## config.mk

```make
export PLATFORM = sky130hd
export DESIGN_NAME = encoder_bounded_value_adjust
export DESIGN_NICKNAME = d
export VERILOG_FILES = /design/src/ebva_pkg.sv /design/src/ebva_regs.sv /design/src/ebva_step.sv /design/src/encoder_bounded_value_adjust.sv
export SDC_FILE = /design/constraint.sdc
export NUM_CORES = 1
export LEC_CHECK = 0
export ABC_AREA = 1
export BUFFER_PORTS_ARGS = -buffer_cell sky130_fd_sc_hd__buf_2
export CELL_PAD_IN_SITES_DETAIL_PLACEMENT = 0
export CELL_PAD_IN_SITES_GLOBAL_PLACEMENT = 1
export CORE_ASPECT_RATIO = 1.25
export CORE_MARGIN = 2
export CORE_UTILIZATION = 48
export DETAILED_ROUTE_END_ITERATION = 8
export GPL_TIMING_DRIVEN = 0
export PLACE_DENSITY = 0.88
export SLEW_MARGIN = 20
export SYNTH_ARGS = -nofsm -noshare
export SYNTH_HDL_FRONTEND = slang
export SYNTH_SLANG_ARGS = --single-unit
```

## constraint.sdc

```tcl
create_clock -name aclk -period 17.4 [get_ports aclk]
set_clock_uncertainty 0.2 [all_clocks]
set_input_delay 2.61 -clock aclk [delete_from_list [all_inputs] [get_ports aclk]]
set_output_delay 2.61 -clock aclk [all_outputs]
set_load 0.01 [all_outputs]
```

## src/ebva_pkg.sv

```systemverilog
`default_nettype none
package ebva_pkg;

    localparam int unsigned VALUE_W = 16;
    localparam int unsigned SCALE_W = 8;
    localparam int unsigned ADDR_W  = 5;
    localparam int unsigned DATA_W  = 32;

    localparam logic [VALUE_W-1:0] WRAP_JUMP          = 16'h3F00;
    localparam logic [VALUE_W-1:0] FULL_TOP           = 16'hFFFF;
    localparam logic [VALUE_W-1:0] QUARTER_TOP        = 16'h3FFF;
    localparam logic [VALUE_W-1:0] RELOAD_TOP_FULL    = 16'd65535;
    localparam logic [VALUE_W-1:0] RELOAD_TOP_QUARTER = 16'(65532 >> 2);
    localparam logic [SCALE_W-1:0] SCALE_LIMIT        = 8'd200;

    localparam logic [1:0] RELOAD_NONE = 2'd0;
    localparam logic [1:0] RELOAD_TOP  = 2'd1;
    localparam logic [1:0] RELOAD_ZERO = 2'd2;

    localparam logic [2:0] REG_MIN_VALUE      = 3'd0;
    localparam logic [2:0] REG_MAX_VALUE      = 3'd1;
    localparam logic [2:0] REG_WRAP_MODE      = 3'd2;
    localparam logic [2:0] REG_STEP_SCALE     = 3'd3;
    localparam logic [2:0] REG_DIVIDE_BY_FOUR = 3'd4;

    typedef struct packed {
        logic [VALUE_W-1:0] raw_count;
        logic [VALUE_W-1:0] current_value;
    } in_item_t;

    typedef struct packed {
        logic [VALUE_W-1:0] new_value;
        logic [1:0]         counter_reload;
    } out_item_t;

    typedef struct packed {
        logic [VALUE_W-1:0] min_value;
        logic [VALUE_W-1:0] max_value;
        logic               wrap_mode;
        logic [SCALE_W-1:0] step_scale;
        logic               divide_by_four;
    } cfg_t;

endpackage
`default_nettype wire

```

## src/ebva_regs.sv

```systemverilog
`default_nettype none
module ebva_regs (
    input  wire logic                          aclk,
    input  wire logic                          aresetn,
    input  wire logic                          psel,
    input  wire logic                          penable,
    input  wire logic                          pwrite,
    input  wire logic [ebva_pkg::ADDR_W-1:0]   paddr,
    input  wire logic [ebva_pkg::DATA_W-1:0]   pwdata,
    output logic      [ebva_pkg::DATA_W-1:0]   prdata,
    output ebva_pkg::cfg_t                     cfg
);

    ebva_pkg::cfg_t cfg_reg;
    logic [2:0]     reg_idx;
    logic           wr_en;

    assign reg_idx = paddr[ebva_pkg::ADDR_W-1:2];
    assign wr_en   = psel & penable & pwrite;
    assign cfg     = cfg_reg;

    always_ff @(posedge aclk) begin
        if (!aresetn) begin
            cfg_reg.min_value      <= '0;
            cfg_reg.max_value      <= '1;
            cfg_reg.wrap_mode      <= 1'b0;
            cfg_reg.step_scale     <= '0;
            cfg_reg.divide_by_four <= 1'b0;
        end else if (wr_en) begin
            case (reg_idx)
                ebva_pkg::REG_MIN_VALUE:
                    cfg_reg.min_value <= pwdata[ebva_pkg::VALUE_W-1:0];
                ebva_pkg::REG_MAX_VALUE:
                    cfg_reg.max_value <= pwdata[ebva_pkg::VALUE_W-1:0];
                ebva_pkg::REG_WRAP_MODE:
                    cfg_reg.wrap_mode <= pwdata[0];
                ebva_pkg::REG_STEP_SCALE:
                    cfg_reg.step_scale <= pwdata[ebva_pkg::SCALE_W-1:0];
                ebva_pkg::REG_DIVIDE_BY_FOUR:
                    cfg_reg.divide_by_four <= pwdata[0];
                default: ;
            endcase
        end
    end

    always_comb begin
        case (reg_idx)
            ebva_pkg::REG_MIN_VALUE:
                prdata = {16'd0, cfg_reg.min_value};
            ebva_pkg::REG_MAX_VALUE:
                prdata = {16'd0, cfg_reg.max_value};
            ebva_pkg::REG_WRAP_MODE:
                prdata = {31'd0, cfg_reg.wrap_mode};
            ebva_pkg::REG_STEP_SCALE:
                prdata = {24'd0, cfg_reg.step_scale};
            ebva_pkg::REG_DIVIDE_BY_FOUR:
                prdata = {31'd0, cfg_reg.divide_by_four};
            default:
                prdata = '0;
        endcase
    end

endmodule
`default_nettype wire

```

## src/ebva_step.sv

```systemverilog
`default_nettype none
module ebva_step (
    input  wire ebva_pkg::in_item_t            item,
    input  wire ebva_pkg::cfg_t                cfg,
    input  wire logic [ebva_pkg::VALUE_W-1:0]  last_count,
    output ebva_pkg::out_item_t                result,
    output logic      [ebva_pkg::VALUE_W-1:0]  last_count_next
);

    always_comb begin
        logic [15:0] reading;
        logic [15:0] top;
        logic [15:0] span;
        logic [15:0] comp;
        logic [15:0] mag;
        logic [15:0] diff;
        logic [15:0] sum;
        logic [23:0] prod;
        logic        minus;
        logic        under;

        reading = cfg.divide_by_four ? {2'b00, item.raw_count[15:2]} : item.raw_count;
        top     = cfg.divide_by_four ? ebva_pkg::QUARTER_TOP : ebva_pkg::FULL_TOP;

        // signed step with counter wraparound
        if (last_count > reading) begin
            span  = last_count - reading;
            comp  = top - span;
            minus = span < ebva_pkg::WRAP_JUMP;
            mag   = minus ? span : comp;
        end else begin
            span  = reading - last_count;
            comp  = top - span;
            minus = span > ebva_pkg::WRAP_JUMP;
            if (minus) begin
                mag = (comp == 16'd0) ? 16'd1 : comp;
            end else begin
                mag = span;
            end
        end

        prod = {8'd0, mag} * {16'd0, cfg.step_scale};
        if (cfg.step_scale != 8'd0 && cfg.step_scale < ebva_pkg::SCALE_LIMIT) begin
            mag = prod[15:0];
        end

        diff  = item.current_value - mag;
        sum   = item.current_value + mag;
        under = (item.current_value < mag) || (diff < cfg.min_value);

        result.new_value      = item.current_value;
        result.counter_reload = ebva_pkg::RELOAD_NONE;
        last_count_next       = last_count;

        if (reading != last_count) begin
            last_count_next = reading;
            if (minus) begin
                if (!under) begin
                    result.new_value = diff;
                end else if (cfg.wrap_mode) begin
                    result.new_value = cfg.max_value;
                end else begin
                    result.new_value      = cfg.min_value;
                    result.counter_reload = ebva_pkg::RELOAD_TOP;
                    last_count_next       = cfg.divide_by_four ?
                                            ebva_pkg::RELOAD_TOP_QUARTER :
                                            ebva_pkg::RELOAD_TOP_FULL;
                end
            end else begin
                if (sum <= cfg.max_value) begin
                    result.new_value = sum;
                end else if (cfg.wrap_mode) begin
                    result.new_value = cfg.min_value;
                end else begin
                    result.new_value      = cfg.max_value;
                    result.counter_reload = ebva_pkg::RELOAD_ZERO;
                    last_count_next       = '0;
                end
            end
        end
    end

endmodule
`default_nettype wire

```

## src/encoder_bounded_value_adjust.sv

```systemverilog
// Rotary encoder value adjuster.
// Input channel (s_valid/s_ready/s_data) carries a raw quadrature counter
// reading and the value being edited; result channel (m_valid/m_ready/m_data)
// returns the adjusted value and a counter reload code (none, top, zero).
// Limits, wrap or clamp mode, step scale and divide-by-four are set over the
// APB port; the user must set them only while no request is in flight, which
// the block does not enforce; pready is always high.
// A request accepted passes through the input register, then the result
// register that drives m_data, moving on once the result side is free.
// Throughput: one request per cycle while m_ready is high; the step logic and
// the last-count register form a loop between the two registers.
// Reset clears both valid flags, the last count and the configuration registers.
// When the receiver stalls, the result register holds and the input
// register still takes one more request; s_ready drops only when both are
// full and m_ready is low.
`default_nettype none
module encoder_bounded_value_adjust (
    input  wire logic                          aclk,
    input  wire logic                          aresetn,
    input  wire logic                          s_valid,
    output logic                               s_ready,
    input  wire ebva_pkg::in_item_t            s_data,
    output logic                               m_valid,
    input  wire logic                          m_ready,
    output ebva_pkg::out_item_t                m_data,
    input  wire logic                          psel,
    input  wire logic                          penable,
    input  wire logic                          pwrite,
    input  wire logic [ebva_pkg::ADDR_W-1:0]   paddr,
    input  wire logic [ebva_pkg::DATA_W-1:0]   pwdata,
    output logic      [ebva_pkg::DATA_W-1:0]   prdata,
    output logic                               pready
);

    ebva_pkg::cfg_t      cfg;
    ebva_pkg::in_item_t  in_data_reg;
    logic                in_valid_reg;
    ebva_pkg::out_item_t out_data_reg;
    ebva_pkg::out_item_t out_data_next;
    logic                out_valid_reg;
    logic [15:0]         last_count_reg;
    logic [15:0]         last_count_next;
    logic                advance;

    assign pready  = 1'b1;
    assign advance = in_valid_reg & (~out_valid_reg | m_ready);
    assign s_ready = ~in_valid_reg | advance;
    assign m_valid = out_valid_reg;
    assign m_data  = out_data_reg;

    ebva_regs u_regs (
        .aclk    (aclk),
        .aresetn (aresetn),
        .psel    (psel),
        .penable (penable),
        .pwrite  (pwrite),
        .paddr   (paddr),
        .pwdata  (pwdata),
        .prdata  (prdata),
        .cfg     (cfg)
    );

    ebva_step u_step (
        .item            (in_data_reg),
        .cfg             (cfg),
        .last_count      (last_count_reg),
        .result          (out_data_next),
        .last_count_next (last_count_next)
    );

    always_ff @(posedge aclk) begin
        if (!aresetn) begin
            in_valid_reg   <= 1'b0;
            out_valid_reg  <= 1'b0;
            last_count_reg <= '0;
        end else begin
            if (s_valid && s_ready) begin
                in_valid_reg <= 1'b1;
            end else if (advance) begin
                in_valid_reg <= 1'b0;
            end
            if (advance) begin
                out_valid_reg  <= 1'b1;
                last_count_reg <= last_count_next;
            end else if (m_ready) begin
                out_valid_reg <= 1'b0;
            end
        end
    end

    always_ff @(posedge aclk) begin
        if (s_valid && s_ready) begin
            in_data_reg <= s_data;
        end
        if (advance) begin
            out_data_reg <= out_data_next;
        end
    end

endmodule
`default_nettype wire

```

## Yosys cells after proc, flatten, opt, wreduce, memory -nomap -nowiden

Cells that the tools add are included.

| operators by class | value |
|---|---|
| reduce and logical (&&, ||, !) cells | 14 |
| magnitude comparators | 7 |
| bitwise operators | 7 |
| equal/unequal tests | 5 |
| multiply operators | 1 |
| divide/modulo/power cells | 0 |
| shift-type cells | 0 |
| $add $sub $neg | 6 |
| mux-type cells | 28 |

Operator list:

| kind | count |
|---|---|
| $mux 16 | 16 |
| $pmux 16 s5 | 1 |
| $sub 16x16->16 | 5 |
| $mux 18 | 2 |
| $lt 16x16->1 | 2 |
| $add 16x16->16 | 1 |
| $gt 16x14->1 const B | 1 |
| $gt 16x16->1 | 1 |
| $le 16x16->1 | 1 |
| $logic_not 16->1 | 1 |
| $lt 16x14->1 const B | 1 |
| $mul 16x8->16 | 1 |
| $ne 16x16->1 | 1 |
| $reduce_and 2->1 | 6 |
| $lt 8x8->1 const B | 1 |
| $reduce_bool 8->1 | 1 |
| $eq 3x2->1 const B | 2 |
| $mux 1 | 6 |
| $mux 2 | 3 |
| $reduce_bool 2->1 | 2 |
| $and 1x1->1 | 3 |
| $eq 3x1->1 const B | 1 |
| $eq 3x3->1 const B | 1 |
| $logic_not 3->1 | 1 |
| 4 further kinds | 7 |

| storage, ports and cells | value |
|---|---|
| memories kept | 0 |
| flip-flop bits (word level) | 110 |
| bits in latches | 0 |
| word-level logic and storage cells | 80 |
| input bits | 76 |
| ROM bits | 0 |
| RAM bits | 0 |
| output and inout port bits | 53 |

## Logic depth before layout (Yosys ltp)

Gate-level depths: netlist of run 1.

| logic depth | value |
|---|---|
| depth after elaboration | 15 |
| depth in mapped cells | 72 |
| depth with buffers taken out | 68 |

## Cells and area by module

A second synthesis of run 1 with hierarchy kept.

| second synthesis, totals | value |
|---|---|
| cell total of the unflattened synthesis | 2,047 |
| area total of the unflattened synthesis | 13,785.7 um^2 |

By module, submodules not included:

| module | area an instance (um^2) | cells each | instances | sequential area each (um^2) |
|---|---|---|---|---|
| ebva_step | 9,273.9 | 1,552 | 1 | 0.0 |
| encoder_bounded_value_adjust | 2,402.3 | 170 | 1 | 1,861.8 |
| ebva_regs | 2,109.5 | 325 | 1 | 840.8 |

## Worst setup path before layout of run 1

OpenSTA, ideal clock, no wires.

| timing | value |
|---|---|
| path kind | register -> register |
| from | reg u_regs.cfg_reg (netlist bit u_regs.cfg[0]) |
| to | reg out_data_reg (netlist bit m_data[15]), data pin |
| slack | 7,265 ps |
| stages on the path, launching flop included | 67 |
| setup time | 269 ps |
| data arrival time | 9,667 ps |
| path buffers | 4 |
| period minus slack after synthesis | 10,135 ps |
| required time | 16,931 ps |
| path through | dfxtp_1 -> clkbuf_1 -> inv_1 -> clkbuf_1 -> buf_1 -> nand2_1 -> nand2_1 -> inv_1 -> ha_1 -> inv_1 -> fa_1 -> nand2_1 -> nand3_1 -> nand2_1 -> nand3b_1 -> nand2_1 -> inv_1 -> ha_1 -> [31 not listed] -> nand3_1 -> o2111ai_1 -> a21o_1 -> a21oi_1 -> xor2_1 -> ha_1 -> nand2_1 -> inv_1 -> nand3_1 -> nor3_1 -> nand2_1 -> o2111ai_1 -> nand2_1 -> inv_1 -> clkbuf_1 -> o211ai_1 -> o211ai_1 -> a31oi_1 |

RTL lines:

| item | RTL line | source |
|---|---|---|
| start, declared | ebva_regs.sv:14 | `ebva_pkg::cfg_t cfg_reg;` |
| end signal, assigned | encoder_bounded_value_adjust.sv:96 | `out_data_reg <= out_data_next;` |
| end, declared | encoder_bounded_value_adjust.sv:38 | `ebva_pkg::out_item_t out_data_reg;` |

==> impl_metrics.tcl, run 1 <==
set metrics [dict create \
    outcome "finished clean" \
    drv_slew 0 \
    yosys_register_bits 110 \
    final_core_util_pct 53.6 \
    cp.arrival_ns 13.57 \
    synthFlopType "dfxtp_1" \
    grt_pass1_wl_mm 65.4 \
    avgSynthCellArea_um2 6.95 \
    static-leakage-power_uw 0.00726 \
    drt.antenna.violating_nets 0 \
    dieArea_um2 28600 \
    start_util_pct 48.8 \
    gp_congestion 0.923 \
    final_cell_mix "nand2_1, inv_1, nor2_1" \
    syn_to_final_growth_pct 9.79 \
    clock-sinks 110 \
    cp.required_ns 17.42 \
    avgViaCountPerCell 5.43 \
    grtUsageMet3_pct 2.59 \
    cts_resized 0 \
    hp-class "reg -> reg" \
    largest_reg_flops 42 \
    critPathMostFrequentCell "nand2_1" \
    antenna_found_initial 0 \
    hold_violations 0 \
    critPathMaxStageDelay_ns 0.49 \
    mostFrequentLayoutCell "nand2_1" \
    tritoncts "done" \
    drc 0 \
    totalNegativeSetupSlack_ns 0 \
    wl_per_cell_um 17.7 \
    crit_slowest_cell "fa_1" \
    dp_hpwl_mm 34.7 \
    placed_cells 2336 \
    io_pins 129 \
    ys_types 55 \
    worstSetupPathType "reg -> reg" \
    gr-usage-met2_pct 52.1 \
    end_kind "register" \
    cts_made_buffers 9 \
    synth_seq_area_share_pct 20.7 \
    tightest_slew_ns 1.23 \
    peakVddDrop_v 0.000135 \
    ctsHoldBuffers 0 \
    drv_cap 0 \
    grt-busiest-layer "met2" \
    synthCells 1883 \
    slew_headroom_pct 17.2 \
    rsz0062_at_grt "false" \
    clk-insertion-delay-late_ns 0.38 \
    grt_max_degree 33 \
    netlist_area_um2 13100 \
    clk_pin_slew_ns 0.09 \
    drive_gt1_share_pct 10.6 \
    grt_pass1_vias 12300 \
    clock.fmax_ghz 0.0738 \
    coreArea_um2 26800 \
    clockBufferDepth 2 \
    num_rows 67 \
    start_kind "register" \
    nets 2265 \
    die_w_um 152 \
    finalSetupViolations 0 \
    fin_crit_ns 13.55 \
    diodes 0 \
    grt.total_usage_pct 29.8 \
    power_per_cell_area_nw_per_um2 148 \
    synthArstFlopShare_pct 0 \
    first_pass_iters 5 \
    period_share_pct 77.9 \
    htree_levels 3 \
    gr-usage-met1_pct 38.3 \
    first_iter_violations 1005 \
    fillers 2771 \
    synth_edf_count 50 \
    cts_setup_buffers 0 \
    port_buffers 93 \
    grt_overflow 0 \
    yosysWarnings 0 \
    clock-root-buffer "clkbuf_16" \
    via_count 12800 \
    layout.cells.non_filler 2352 \
    wl_mm 41.6 \
    path_max_fanout 10 \
    ff2ff_setup_slack_ns 3.85 \
    die_h_um 189 \
]
-- cells by family after synthesis --
kind of cell    Yosys count  synth area share (%)
xor+xnor                 56                  4.03
fa+ha+maj               187                  21.6
simple gates            745                  24.6
flops                   110                  20.7
compound gates          361                  16.3
other cells               2                0.0574
buf+inv                 422                  12.9
-- synthesized netlist by cell type (all sizes together) (10+ instances only) --
cell type	count	area, um^2
nand2	451	1770
inv	342	1290
nor2	146	608
a21oi	132	661
ha	123	1540
o21ai	110	566
nand3	94	500
fa	64	1280
dfxtp	60	1200
o211ai	52	390
edfxtp	50	1500
clkbuf	48	180
xor2	47	449
buf	27	198
nand4	21	131
a31oi	17	113
nor3	13	75.1
o221ai	10	87.6
-- area by class of cell --
type                       count  area [um^2]  share of cell area, %
inverter                     347         1310                   9.08
clock buffer                   9          225                   1.57
timing repair buffer          93          465                   3.24
tap                          345          432                   3.00
clock inverter                 7         91.3                  0.636
buffer                        75          378                   2.63
sequential                   110         2700                   18.8
multi-input combinational   1366         8770                   61.0
-- per-stage QoR --
stage          hold WS [ns]  total power [uW]  instance area [um^2]  setup slack [ns]
2_1_floorplan         0.250              1430                 13100              7.26
3_3_place_gp          0.260              1870                 14000              4.03
3_5_place_dp          0.271              1880                 14100              4.00
4_1_cts               0.285              2110                 14400              3.91
5_1_grt               0.309              2310                 14400              2.95
6_report              0.289              2130                 14400              3.85
-- path summary, 6_finish.rpt --
path,from,end,cells past startpoint
worst max-delay path,u_regs.cfg[0],m_data[13],67
worst min-delay path,last_count_reg[13],last_count_reg[13],2
worst max register to register,u_regs.cfg[0],m_data[13],67
worst min register to register,last_count_reg[13],last_count_reg[13],2
-- power by group --
group	switching [uW]	internal, uW
clock	118	105
sequential	19.4	328
combinational	1050	508
-- critical path, delay by kind of cell, from the launching register on --
family,cells,cell delay (ns)
compound gates,14,2.44
xor+xnor,1,0.18
fa+ha+maj,10,3.81
buf+inv,16,2.77
flops,1,0.39
simple gates,26,3.59
-- per-layer routing --
| metal | vias up | routed length (um) | part of all wire, % |
|---|---|---|---|
| met3 | 67 | 2240 | 5.4 |
| met4 | 0 | 1260 | 3.0 |
| met2 | 407 | 20600 | 49 |
| met1 | 6019 | 17500 | 42 |
| li1 | 6287 | - | - |
| met5 | - | 0 | 0 |
Power figures use the tool's default switching activity.
==> run 2, diff against run 1 <==
--- a/config.mk
+++ b/config.mk
@@ -5,16 +5,16 @@
 export SDC_FILE = /design/constraint.sdc
 export NUM_CORES = 1
 export LEC_CHECK = 0
-export ABC_AREA = 1
+export ABC_AREA = 0
 export BUFFER_PORTS_ARGS = -buffer_cell sky130_fd_sc_hd__buf_2
 export CELL_PAD_IN_SITES_DETAIL_PLACEMENT = 0
 export CELL_PAD_IN_SITES_GLOBAL_PLACEMENT = 1
 export CORE_ASPECT_RATIO = 1.25
 export CORE_MARGIN = 2
-export CORE_UTILIZATION = 48
+export CORE_UTILIZATION = 42
 export DETAILED_ROUTE_END_ITERATION = 8
 export GPL_TIMING_DRIVEN = 0
-export PLACE_DENSITY = 0.88
+export PLACE_DENSITY = 0.79
 export SLEW_MARGIN = 20
 export SYNTH_ARGS = -nofsm -noshare
 export SYNTH_HDL_FRONTEND = slang
==> constraint.sdc (replaced) <==
create_clock -name aclk -period 11.3 [get_ports aclk]
set_clock_uncertainty 0.2 [all_clocks]
set_input_delay 1.695 -clock aclk [delete_from_list [all_inputs] [get_ports aclk]]
set_output_delay 1.695 -clock aclk [all_outputs]
set_load 0.01 [all_outputs]
==> run 2 against run 1 <==
- the run now ends with negative setup slack left
- combinational power rose by 140%
- maximum frequency rose by 19%
- clock power rose by 52%
- critical endpoint is now m_data[16]
==> impl_metrics.tcl, run 2 <==
set metrics [dict create \
    outcome "complete, but fails checks" \
    violations "negative setup slack" \
    power_per_cell_area_nw_per_um2 281 \
    critPathMostFrequentCell "fa_1" \
    antenna_found_initial 1 \
    wl_per_cell_um 19.8 \
    end_kind "register" \
    synth_top_area_share_pct 11.6 \
    cts_made_buffers 9 \
    hold_violations 0 \
    placed_cells 2125 \
    p_sw_uw 2340 \
    dp_hpwl_mm 33.5 \
    ys_types 91 \
    io_pins 129 \
    first_pass_iters 5 \
    diodes 0 \
    static-leakage-power_uw 0.00729 \
    period_share_pct 101 \
    nets 2081 \
    grt_pass1_vias 12500 \
    htree_levels 3 \
    synthFlopType "dfxtp_1" \
    grt_overflow 0 \
    fillers 2931 \
    grt-busiest-layer "met2" \
    fin_ws_ns -0.123 \
    worstSetupPathType "reg -> reg" \
    synthTopCellsByCount "inv_1, nand2_1, nor2_1" \
    grt_pass1_wl_mm 68.4 \
    synthCells 1610 \
    num_rows 72 \
    gp_congestion 0.920 \
    clock-root-buffer "clkbuf_16" \
    regArea_um2 2710 \
    clk-insertion-delay-late_ns 0.38 \
    cp.arrival_ns 11.35 \
    gr-usage-met1_pct 30.3 \
    via_count 12500 \
    hp-class "reg -> reg" \
    drive_gt1_share_pct 25.2 \
    mostFrequentLayoutCell "inv_1" \
    tritoncts "done" \
    power_frac_seq_pct 11.5 \
    synthTopCellsByArea "ha_1, edfxtp_1, fa_1, dfxtp_1, inv_1" \
    dieArea_um2 33000 \
    cp.required_ns 11.22 \
    grt_max_degree 23 \
    avgSynthCellArea_um2 8.23 \
    critPathMaxStageDelay_ns 0.56 \
    clk_pin_slew_ns 0.09 \
    clock.fmax_ghz 0.0875 \
    grt.total_usage_pct 26.7 \
    rsz0062_at_grt "true" \
    final_cell_mix "inv_1, nand2_1, nor2_1" \
    drv_cap 0 \
    avgViaCountPerCell 5.59 \
    grtUsageMet3_pct 2.57 \
    clockBufferDepth 2 \
    multi_input_area_um2 10600 \
    die_w_um 163 \
    netlist_area_um2 13300 \
    coreArea_um2 31000 \
    synth_seq_area_share_pct 20.4 \
    gr-usage-met2_pct 49.8 \
    stdcell_area_um2 16700 \
    start_kind "register" \
    first_iter_violations 795 \
    synthArstFlopShare_pct 0 \
    fin_crit_ns 11.42 \
    slew_headroom_pct 30.8 \
    start_util_pct 42.8 \
    yosysWarnings 0 \
    yosys_register_bits 110 \
    tightest_slew_ns 1.03 \
    drc 0 \
    synth_top_area_cell "ha_1" \
    crit_slowest_cell "fa_1" \
    swShare_pct 49.9 \
    ff2ff_setup_slack_ns -0.12 \
    drt.antenna.violating_nets 0 \
    dpl_cell_area_um2 14300 \
    syn_to_final_growth_pct 26.4 \
    largest_reg_flops 42 \
    power.share.combinational_pct 81.2 \
    power.share.clock_pct 7.3 \
    finalSetupViolations 28 \
    clock-sinks 110 \
    final_core_util_pct 54.0 \
    synth_edf_count 50 \
    drv_slew 0 \
    synth.most_common_cell "inv_1" \
    finalPower_uw 4700 \
    path_max_fanout 7 \
    wl_mm 44.1 \
    port_buffers 92 \
    die_h_um 203 \
    p_int_uw 2360 \
    ctsHoldBuffers 0 \
    layout.cells.non_filler 2230 \
    peakVddDrop_v 0.000238 \
]
run 2: what timing repair did:
action	in CTS	in global routing
endpoints found under the hold margin	0	0
resized for setup	171	140
pin swaps	64	74
gates cloned	3	0
buffers inserted	58	37
endpoints found under the setup margin	34	34
run 2: cell families after synthesis:
group	after synthesis	synth area share, %
other	2	0.0567
multiplexers	86	6.66
XOR/XNOR	80	5.60
AND/OR/NAND/NOR	483	18.2
AO/OA/AOI/OAI	379	18.9
adder cells (fa/ha/maj)	187	21.3
buffers and inverters	283	8.86
flip-flops	110	20.4
run 2: metrics by stage:
step           hold WS, ns  worst slack (ns)  TNS [ns]
5_1_grt              0.311            -0.434    -12.41
3_5_place_dp         0.259             -3.13    -95.20
6_report             0.272            -0.123     -1.99
4_1_cts              0.272           0.00757         0
2_1_floorplan        0.232            0.0893         0
3_3_place_gp         0.246             -3.35   -103.05
run 2: final timing paths:
check / from / to / cells past startpoint
worst max register to register: u_regs.cfg[0] / m_data[16] / 51
worst min register to register: last_count_reg[15] / last_count_reg[15] / 2
worst max-delay path: u_regs.cfg[0] / m_data[16] / 51
worst min-delay path: last_count_reg[15] / last_count_reg[15] / 2
run 2: layer usage:
layer,share of wire (%),routed length (um),vias up
li1,-,-,5874
met3,4.1,1790,112
met1,39,17000,6079
met4,5.0,2200,0
met5,0,0,-
met2,52,23000,407
run 2: worst max-delay path: cells and delay by family, from the launching register on:
| family | cells | cell delay [ns] |
|---|---|---|
| AO/OA/AOI/OAI | 21 | 4.05 |
| XOR/XNOR | 2 | 0.38 |
| adder cells (fa/ha/maj) | 10 | 3.73 |
| buffers and inverters | 9 | 0.95 |
| flip-flops | 1 | 0.38 |
| multiplexers | 2 | 0.59 |
| AND/OR/NAND/NOR | 7 | 0.85 |
run 2: area by class of cell:
cell class | instances | share of cell area (%)
Clock buffer | 9 | 1.34
Tap cell | 407 | 3.04
Multi-Input combinational cell | 1232 | 63.3
Inverter | 188 | 4.23
Clock inverter | 7 | 0.500
Sequential cell | 110 | 16.2
Timing Repair Buffer | 190 | 8.13
Buffer | 87 | 3.27
run 2: power by group through the flow:
stage          Sequential (uW)  Combinational, uW  Clock, uW
6_report                   541               3820        341
5_1_grt                    546               4070        358
4_1_cts                    540               3380        347
3_5_place_dp               545               2740          0
3_3_place_gp               546               2720          0
2_1_floorplan              552               1920          0
